`config.mk`:
```
export PLATFORM = sky130hd
export DESIGN_NAME = base64_stream_encoder_flat
export DESIGN_NICKNAME = d
export VERILOG_FILES = /design/src/design/b64se_pkg.sv /design/src/design/b64se_byte_if.sv /design/src/design/b64se_char_if.sv /design/src/design/b64se_front.sv /design/src/design/b64se_queue.sv /design/src/design/b64se_back.sv /design/src/design/base64_stream_encoder.sv /design/src/flat_wrapper.sv
export SDC_FILE = /design/constraint.sdc
export NUM_CORES = 1
export LEC_CHECK = 0
export BUFFER_PORTS_ARGS = -buffer_cell sky130_fd_sc_hd__buf_2
export CORE_MARGIN = 5
export CORE_UTILIZATION = 55
export CTS_CLUSTER_DIAMETER = 100
export CTS_CLUSTER_SIZE = 40
export DETAILED_ROUTE_END_ITERATION = 10
export PLACE_DENSITY_LB_ADDON = 0.12
export SYNTH_ARGS = -nofsm -noshare
export SYNTH_HDL_FRONTEND = slang
export SYNTH_SLANG_ARGS = --single-unit
```
`constraint.sdc`:
```
create_clock -name clk_i -period 3.4 [get_ports clk_i]
set_input_delay 0.34 -clock clk_i [delete_from_list [all_inputs] [get_ports clk_i]]
set_output_delay 0.34 -clock clk_i [all_outputs]
set_load 0.01 [all_outputs]
```
`src/design/b64se_pkg.sv`:
```
package b64se_pkg;

  localparam int unsigned ByteW   = 8;
  localparam int unsigned SextetW = 6;
  localparam int unsigned QDepth  = 2;
  localparam int unsigned QPtrW   = (QDepth > 1) ? $clog2(QDepth) : 1;
  localparam int unsigned QLevelW = $clog2(QDepth + 1);

  localparam logic [7:0] PadChar = 8'h3d;

  // data characters produced from a group of one, two or three bytes: two, three or four
  localparam logic [2:0] NChars1 = 3'd2;
  localparam logic [2:0] NChars2 = 3'd3;
  localparam logic [2:0] NChars3 = 3'd4;

  // one group of up to three bytes, ready to be spelt out
  typedef struct packed {
    logic [ByteW-1:0] b0;
    logic [ByteW-1:0] b1;
    logic [ByteW-1:0] b2;
    logic [2:0]       nchars;
    logic             last;
  } grp_t;

  typedef struct packed {
    logic valid;
    grp_t grp;
  } q_push_t;

  typedef struct packed {
    logic               full;
    logic               empty;
    logic [QLevelW-1:0] level;
  } q_stat_t;

  function automatic logic [7:0] b64_char(input logic [SextetW-1:0] s);
    logic [7:0] c;
    if (s < 6'd26) begin
      c = 8'(8'h41 + {2'b00, s});
    end else if (s < 6'd52) begin
      c = 8'(8'h61 + {2'b00, s} - 8'd26);
    end else if (s < 6'd62) begin
      c = 8'(8'h30 + {2'b00, s} - 8'd52);
    end else if (s == 6'd62) begin
      c = 8'h2b;
    end else begin
      c = 8'h2f;
    end
    return c;
  endfunction

  function automatic logic [SextetW-1:0] grp_sextet(input grp_t g, input logic [1:0] idx);
    logic [SextetW-1:0] s;
    case (idx)
      2'd0:    s = g.b0[7:2];
      2'd1:    s = {g.b0[1:0], g.b1[7:4]};
      2'd2:    s = {g.b1[3:0], g.b2[7:6]};
      default: s = g.b2[5:0];
    endcase
    return s;
  endfunction

endpackage

```
`src/design/b64se_byte_if.sv`:
```
interface b64se_byte_if;
  logic       valid;
  logic       ready;
  logic [7:0] data_byte;
  logic       final_byte;

  modport source (output valid, output data_byte, output final_byte, input ready);
  modport sink (input valid, input data_byte, input final_byte, output ready);
endinterface

```
`src/design/b64se_char_if.sv`:
```
interface b64se_char_if;
  logic       valid;
  logic       ready;
  logic [7:0] code_char;
  logic       final_char;

  modport source (output valid, output code_char, output final_char, input ready);
  modport sink (input valid, input code_char, input final_char, output ready);
endinterface

```
`src/design/b64se_front.sv`:
```
module b64se_front (
  input  logic              clk_i,
  input  logic              rst_ni,
  b64se_byte_if.sink        in_i,
  input  b64se_pkg::q_stat_t stat_i,
  output b64se_pkg::q_push_t push_o
);
  import b64se_pkg::*;

  logic [ByteW-1:0] hi_q, hi_d, lo_q, lo_d;
  logic [1:0]       cnt_q, cnt_d;
  logic             acc;

  assign in_i.ready = !stat_i.full;
  assign acc        = in_i.valid && in_i.ready;

  always_comb begin
    hi_d   = hi_q;
    lo_d   = lo_q;
    cnt_d  = cnt_q;
    push_o = '0;
    if (acc) begin
      case (cnt_q)
        2'd0: begin
          if (in_i.final_byte) begin
            push_o.valid = 1'b1;
            push_o.grp   = '{b0: in_i.data_byte, b1: '0, b2: '0,
                             nchars: NChars1, last: 1'b1};
          end else begin
            hi_d  = in_i.data_byte;
            cnt_d = 2'd1;
          end
        end
        2'd1: begin
          if (in_i.final_byte) begin
            push_o.valid = 1'b1;
            push_o.grp   = '{b0: hi_q, b1: in_i.data_byte, b2: '0,
                             nchars: NChars2, last: 1'b1};
            cnt_d        = 2'd0;
          end else begin
            lo_d  = in_i.data_byte;
            cnt_d = 2'd2;
          end
        end
        default: begin
          // full group
          push_o.valid = 1'b1;
          push_o.grp   = '{b0: hi_q, b1: lo_q, b2: in_i.data_byte,
                           nchars: NChars3, last: in_i.final_byte};
          cnt_d        = 2'd0;
        end
      endcase
    end
  end

  always_ff @(posedge clk_i or negedge rst_ni) begin
    if (!rst_ni) begin
      cnt_q <= 2'd0;
    end else begin
      cnt_q <= cnt_d;
    end
  end

  always_ff @(posedge clk_i) begin
    hi_q <= hi_d;
    lo_q <= lo_d;
  end

endmodule

```
`src/design/b64se_queue.sv`:
```
module b64se_queue (
  input  logic               clk_i,
  input  logic               rst_ni,
  input  b64se_pkg::q_push_t push_i,
  input  logic               pop_i,
  output b64se_pkg::grp_t    head_o,
  output b64se_pkg::q_stat_t stat_o
);
  import b64se_pkg::*;

  grp_t               mem_q [QDepth];
  logic [QPtrW-1:0]   wr_q, wr_d, rd_q, rd_d;
  logic [QLevelW-1:0] lvl_q, lvl_d;

  function automatic logic [QPtrW-1:0] ptr_inc(input logic [QPtrW-1:0] p);
    logic [QPtrW-1:0] n;
    if (p == QPtrW'(QDepth - 1)) begin
      n = '0;
    end else begin
      n = QPtrW'(p + 1'b1);
    end
    return n;
  endfunction

  assign head_o       = mem_q[rd_q];
  assign stat_o.full  = (lvl_q == QLevelW'(QDepth));
  assign stat_o.empty = (lvl_q == '0);
  assign stat_o.level = lvl_q;

  always_comb begin
    wr_d  = push_i.valid ? ptr_inc(wr_q) : wr_q;
    rd_d  = pop_i ? ptr_inc(rd_q) : rd_q;
    lvl_d = lvl_q;
    if (push_i.valid && !pop_i) begin
      lvl_d = QLevelW'(lvl_q + 1'b1);
    end else if (!push_i.valid && pop_i) begin
      lvl_d = QLevelW'(lvl_q - 1'b1);
    end
  end

  always_ff @(posedge clk_i or negedge rst_ni) begin
    if (!rst_ni) begin
      wr_q  <= '0;
      rd_q  <= '0;
      lvl_q <= '0;
    end else begin
      wr_q  <= wr_d;
      rd_q  <= rd_d;
      lvl_q <= lvl_d;
    end
  end

  always_ff @(posedge clk_i) begin
    if (push_i.valid) begin
      mem_q[wr_q] <= push_i.grp;
    end
  end

endmodule

```
`src/design/b64se_back.sv`:
```
module b64se_back (
  input  logic               clk_i,
  input  logic               rst_ni,
  input  b64se_pkg::grp_t    head_i,
  input  b64se_pkg::q_stat_t stat_i,
  output logic               pop_o,
  b64se_char_if.source       out_o
);
  import b64se_pkg::*;

  grp_t       g_q, g_d;
  logic       busy_q, busy_d;
  logic [1:0] idx_q, idx_d;
  logic       ov_q, ov_d;
  logic [7:0] ch_q, ch_d;
  logic       fc_q, fc_d;
  logic       adv, emit;

  assign adv   = !ov_q || out_o.ready;
  assign emit  = busy_q && adv;
  assign pop_o = !stat_i.empty && (!busy_q || (emit && idx_q == 2'd3));

  always_comb begin
    g_d    = g_q;
    busy_d = busy_q;
    idx_d  = idx_q;
    ov_d   = ov_q;
    ch_d   = ch_q;
    fc_d   = fc_q;
    if (adv) begin
      ov_d = busy_q;
    end
    if (emit) begin
      // past the data characters the rest is padding
      ch_d  = ({1'b0, idx_q} < g_q.nchars) ? b64_char(grp_sextet(g_q, idx_q)) : PadChar;
      fc_d  = g_q.last && (idx_q == 2'd3);
      idx_d = 2'(idx_q + 1'b1);
      if (idx_q == 2'd3) begin
        busy_d = 1'b0;
      end
    end
    if (pop_o) begin
      g_d    = head_i;
      busy_d = 1'b1;
      idx_d  = 2'd0;
    end
  end

  always_ff @(posedge clk_i or negedge rst_ni) begin
    if (!rst_ni) begin
      busy_q <= 1'b0;
      idx_q  <= 2'd0;
      ov_q   <= 1'b0;
    end else begin
      busy_q <= busy_d;
      idx_q  <= idx_d;
      ov_q   <= ov_d;
    end
  end

  always_ff @(posedge clk_i) begin
    g_q  <= g_d;
    ch_q <= ch_d;
    fc_q <= fc_d;
  end

  assign out_o.valid      = ov_q;
  assign out_o.code_char  = ch_q;
  assign out_o.final_char = fc_q;

endmodule

```
`src/design/base64_stream_encoder.sv`:
```
// channel | dir | word                          | handshake
// in_i    | in  | data_byte[7:0], final_byte    | valid / ready
// out_o   | out | code_char[7:0], final_char    | valid / ready
//
// a byte is taken every cycle while the group queue has room
// each group of three bytes (or a final partial group) gives four characters,
// one per cycle from the output register while the receiver is ready, so the
// sustained byte rate is set by the single character output port
// a completed group passes the queue, the group register, then the character register
// reset clears the byte count, queue pointers and output valid; no clearing pass
module base64_stream_encoder (
  input  logic         clk_i,
  input  logic         rst_ni,
  b64se_byte_if.sink   in_i,
  b64se_char_if.source out_o
);
  import b64se_pkg::*;

  q_push_t push;   // group from the front, when one completes
  q_stat_t stat;   // queue occupancy
  grp_t    head;   // oldest queued group
  logic    pop;    // back takes the head group

  // front: gathers bytes into groups of three, closes a partial group on the final byte
  b64se_front u_front (
    .clk_i  (clk_i),
    .rst_ni (rst_ni),
    .in_i   (in_i),
    .stat_i (stat),
    .push_o (push)
  );

  // short queue of whole groups between the two halves
  b64se_queue u_queue (
    .clk_i  (clk_i),
    .rst_ni (rst_ni),
    .push_i (push),
    .pop_i  (pop),
    .head_o (head),
    .stat_o (stat)
  );

  // back: spells each group out as four characters, padding where bytes are missing
  b64se_back u_back (
    .clk_i  (clk_i),
    .rst_ni (rst_ni),
    .head_i (head),
    .stat_i (stat),
    .pop_o  (pop),
    .out_o  (out_o)
  );

  // a group is never pushed into a full queue
  a_no_overflow: assert property (@(posedge clk_i) disable iff (!rst_ni)
    !(push.valid && stat.full))
    else $error("group pushed into full queue");

  // the back only pops a queue that holds something
  a_no_underflow: assert property (@(posedge clk_i) disable iff (!rst_ni)
    pop |-> !stat.empty)
    else $error("pop from empty queue");

  // occupancy stays within depth
  a_level_range: assert property (@(posedge clk_i) disable iff (!rst_ni)
    stat.level <= QLevelW'(QDepth))
    else $error("queue level out of range");

  // a push with the queue idle shows up as one entry next cycle
  a_level_step: assert property (@(posedge clk_i) disable iff (!rst_ni)
    (push.valid && !pop && stat.empty) |=> (stat.level == QLevelW'(1)))
    else $error("queue level did not follow push");

endmodule
```
`src/flat_wrapper.sv`:
```
// flat-port wrapper written by rule: the top's interface ports become plain ports
module base64_stream_encoder_flat import b64se_pkg::*;
  (clk_i, rst_ni, in_i_valid, in_i_data_byte, in_i_final_byte, in_i_ready, out_o_valid, out_o_code_char, out_o_final_char, out_o_ready);
  b64se_byte_if in_i_i ();
  b64se_char_if out_o_i ();
  input  logic clk_i;
  input  logic rst_ni;
  input wire logic [$bits(in_i_i.valid)-1:0] in_i_valid;
  input wire logic [$bits(in_i_i.data_byte)-1:0] in_i_data_byte;
  input wire logic [$bits(in_i_i.final_byte)-1:0] in_i_final_byte;
  output wire logic [$bits(in_i_i.ready)-1:0] in_i_ready;
  output wire logic [$bits(out_o_i.valid)-1:0] out_o_valid;
  output wire logic [$bits(out_o_i.code_char)-1:0] out_o_code_char;
  output wire logic [$bits(out_o_i.final_char)-1:0] out_o_final_char;
  input wire logic [$bits(out_o_i.ready)-1:0] out_o_ready;
  assign in_i_i.valid = in_i_valid;
  assign in_i_i.data_byte = in_i_data_byte;
  assign in_i_i.final_byte = in_i_final_byte;
  assign in_i_ready = in_i_i.ready;
  assign out_o_valid = out_o_i.valid;
  assign out_o_code_char = out_o_i.code_char;
  assign out_o_final_char = out_o_i.final_char;
  assign out_o_i.ready = out_o_ready;
  base64_stream_encoder u_core (.clk_i(clk_i), .rst_ni(rst_ni), .in_i(in_i_i), .out_o(out_o_i));
endmodule
```
==> results.cfg <==
[route]
detail_route.wl_per_cell_um = 18.5
drc = 0
first_iter_violations = 192
antenna_left = 0
vias = 2876
routed_wirelength_mm = 9.11
dr.pass1.iters = 4
viasPerCell = 5.83

[clocking]
cts_tree = yes
post_cts_resized = 0
cts_made_buffers = 17
cts.clk_slew.worst_paths_ps = 60
root_buffer = clkbuf_8
insertion_delay_ps = 500
h-tree-depth = 4
clockBufferDepth = 2
cts_sinks = 119

[yosys]
synth-edff-count = 109
async_reset_ff_share_pct = 8.40
synth_cell_types = 48
ys_seq_area_share_pct = 69.8
ys.flop_type = edfxtp_1
syn-instance-count = 332
synth_warnings = 0
syn-cell-area_mm2 = 0.00505
synth.ff_latch_count = 119
syn-num-nets = 354
syn_avg_cell_area_um2 = 15.2

[floorplanning]
die_y_um = 106
die_x_um = 106
ios = 24
core_mm2 = 0.00911
rows = 35
fp.dieArea_mm2 = 0.0112
start_util_pct = 55.4

[finish]
nets = 391
diodes = 0
fin_util_pct = 65.7
drive_gt1_share_pct = 26.4
mostFrequentLayoutCells = edfxtp_1 (109), mux2_2 (32), buf_2 (23), nor2_1 (21)
syn_to_final_growth_pct = 18.5
nFillCells = 644
final_common_cell = edfxtp_1

[critical_path]
crit_path_cell_trace = inv_1 -> ha_1 -> a222oi_1 -> mux2i_1 -> o211a_4 -> a211oi_1 -> o211ai_1
cp-start-kind = flip-flop
required_ps = 3620
crit_path_top_delay_cell = a222oi_1
critPathCaptureType = flip-flop
path_max_fanout = 13
crit_arrival_ps = 2970
crit_type = reg2reg
cpPeakStageDelay_ps = 540

[sta]
fin_crit_sh_pct = 80.9
max_slew_margin_pct = 32.8
setup_viol = 0
hold_viol = 0
tightestPinTransition_ps = 980
clock_skew_ps = 11.3
fmax_mhz = 364
fin_crit_ps = 2750
slew_viol_final = 0
rsz0062_at_grt = false
setup_ws_ps = 651
fin_setup_tns_ps = 0

[power_and_ir_drop]
seqPwrFrac_pct = 37.0
netSwitchingFraction_pct = 30.4
power.density_mw_per_mm2 = 994
pwr-share-comb_pct = 29.8
intPower_mw = 4.13
vdd_drop_max_mv = 0.441
leakagePower_nw = 2.24
p_clk_share_pct = 33.1
p_sw_mw = 1.81
power.total_mw = 5.94

[placed_design]
place_hpwl_mm = 5.93
post-place-ws_ps = 751
portBuffers = 23
gp_congestion = 0.874

[global_routing]
grt_use_total_pct = 17.1
grt_antenna_before_repair = 0
grt_pass1_wl_mm = 14.5
grt.overflow.total = 0
grt_pass1_vias = 2772
grt_max_degree = 33

[outcome]
outcome = finished clean

[worst_hold_path]
hp-class = in2reg

[run]
drv_cap = 0
-- worst max-delay path: cells and delay by family (launching register included) --
family | cells | cell delay, ps
DFF | 1 | 430
muxes | 1 | 450
buffers and inverters | 1 | 120
adders and majority gates | 1 | 280
AOI/OAI and AO/OA | 4 | 1180
-- metrics by stage --
step,instances,area (um^2),hold slack (ps)
2_1_floorplan,332,5050,44.4
3_3_place_gp,460,5310,226
3_5_place_dp,460,5310,232
4_1_cts,493,5980,55.9
5_1_grt,493,5980,64.6
6_report,493,5980,69.9
-- final timing paths --
path,from,to,slack (ps),cells after the start
worst max-delay path,u_core.u_back.idx_q[0]$_DFFE_PN0P_,u_core.u_back.out_o.code_char[4]$_SDFFCE_PP1P_,650,7
worst min-delay path,in_i_data_byte[0],u_core.u_front.lo_q[0]$_DFFE_PP_,70,1
worst max register to register,u_core.u_back.idx_q[0]$_DFFE_PN0P_,u_core.u_back.out_o.code_char[4]$_SDFFCE_PP1P_,650,7
worst min register to register,u_core.u_queue.lvl_q[1]$_DFFE_PN0P_,u_core.u_queue.lvl_q[1]$_DFFE_PN0P_,500,1
max in group asynchronous,rst_ni,u_core.u_back.busy_q$_DFFE_PN0P_,2940,2
min in group asynchronous,rst_ni,u_core.u_queue.wr_q$_DFFE_PN0N_,240,2
-- synthesized netlist by cell type (2+ instances only) --
| cell | count | area share (%) |
|---|---|---|
| a22o_1 | 16 | 2.8 |
| and3_1 | 9 | 1.1 |
| nor4_1 | 2 | 0.25 |
| nor3_1 | 2 | 0.20 |
| o22a_1 | 2 | 0.35 |
| a211oi_1 | 2 | 0.30 |
| nand4_1 | 2 | 0.25 |
| nor2b_1 | 2 | 0.25 |
| clkbuf_1 | 10 | 0.74 |
| o21ai_0 | 6 | 0.59 |
| a21o_1 | 5 | 0.74 |
| edfxtp_1 | 109 | 65 |
| xnor2_1 | 4 | 0.69 |
| mux2_2 | 32 | 7.1 |
| nand2b_1 | 5 | 0.62 |
| xor2_1 | 3 | 0.52 |
| o211ai_1 | 2 | 0.30 |
| nand3_1 | 5 | 0.50 |
| and2_1 | 3 | 0.37 |
| inv_2 | 2 | 0.15 |
| a21oi_1 | 6 | 0.59 |
| mux2i_2 | 2 | 0.55 |
| nor2_1 | 22 | 1.6 |
| a222oi_1 | 4 | 0.79 |
| a22oi_1 | 10 | 1.5 |
| inv_1 | 13 | 0.97 |
| dfrtp_1 | 10 | 5.0 |
| a32oi_1 | 2 | 0.35 |
| ha_1 | 9 | 2.2 |
| nand2_1 | 13 | 0.97 |
-- state kept, by name, indices dropped and copies added (netlist names), 2 cells and up --
register,flops
u_core.u_queue.mem_q,56
u_core.u_back.idx_q,2
u_core.u_back.g_q,28
u_core.u_front.lo_q,8
u_core.u_queue.lvl_q,2
u_core.u_front.cnt_q,2
u_core.u_front.hi_q,8
u_core.u_back.out_o.code_char,8
-- layer usage --
| metal | global-route usage, % | part of all wire, % |
|---|---|---|
| met5 | 0 | 0 |
| met4 | 6.01 | 1.2 |
| met1 | 22.5 | 46 |
| met2 | 27.5 | 49 |
| met3 | 4.65 | 4.3 |
-- cells by family (layout without fill, tap and decap cells) --
group	count (synthesis)	after routing	synth area share [%]
flip-flops	119	119	69.8
AO/OA/AOI/OAI	65	65	10.0
other	1	1	0.0743
AND/OR/NAND/NOR	68	68	6.54
XOR/XNOR	7	7	1.21
multiplexers	35	35	7.88
buffers and inverters	27	77	2.03
adder cells (fa/ha/maj)	10	10	2.43
-- power by group through the flow --
stage | Combinational, mW | Clock, mW | Sequential [mW]
finish | 1.77 | 1.97 | 2.20
global route | 1.95 | 2.06 | 2.23
CTS | 1.77 | 1.99 | 2.20
detailed placement | 1.76 | 0 | 2.23
global placement | 1.73 | 0 | 2.22
floorplan | 1.35 | 0 | 2.19
-- layout make-up --
class | count | area [um^2] | area share [%]
multi-input cells | 186 | 1430 | 23.9
inverters | 15 | 56.3 | 0.941
repair buffers | 30 | 170 | 2.85
clock inverters | 15 | 249 | 4.16
flip-flops and latches | 119 | 3520 | 58.9
well taps | 111 | 139 | 2.32
clock buffers | 17 | 414 | 6.92
-- timing repair --
item	4_1_cts	5_1_grt
buffers inserted	0	0
hold buffers	1	0
hold endpoints to repair	10	0
Power figures use the tool's default switching activity.
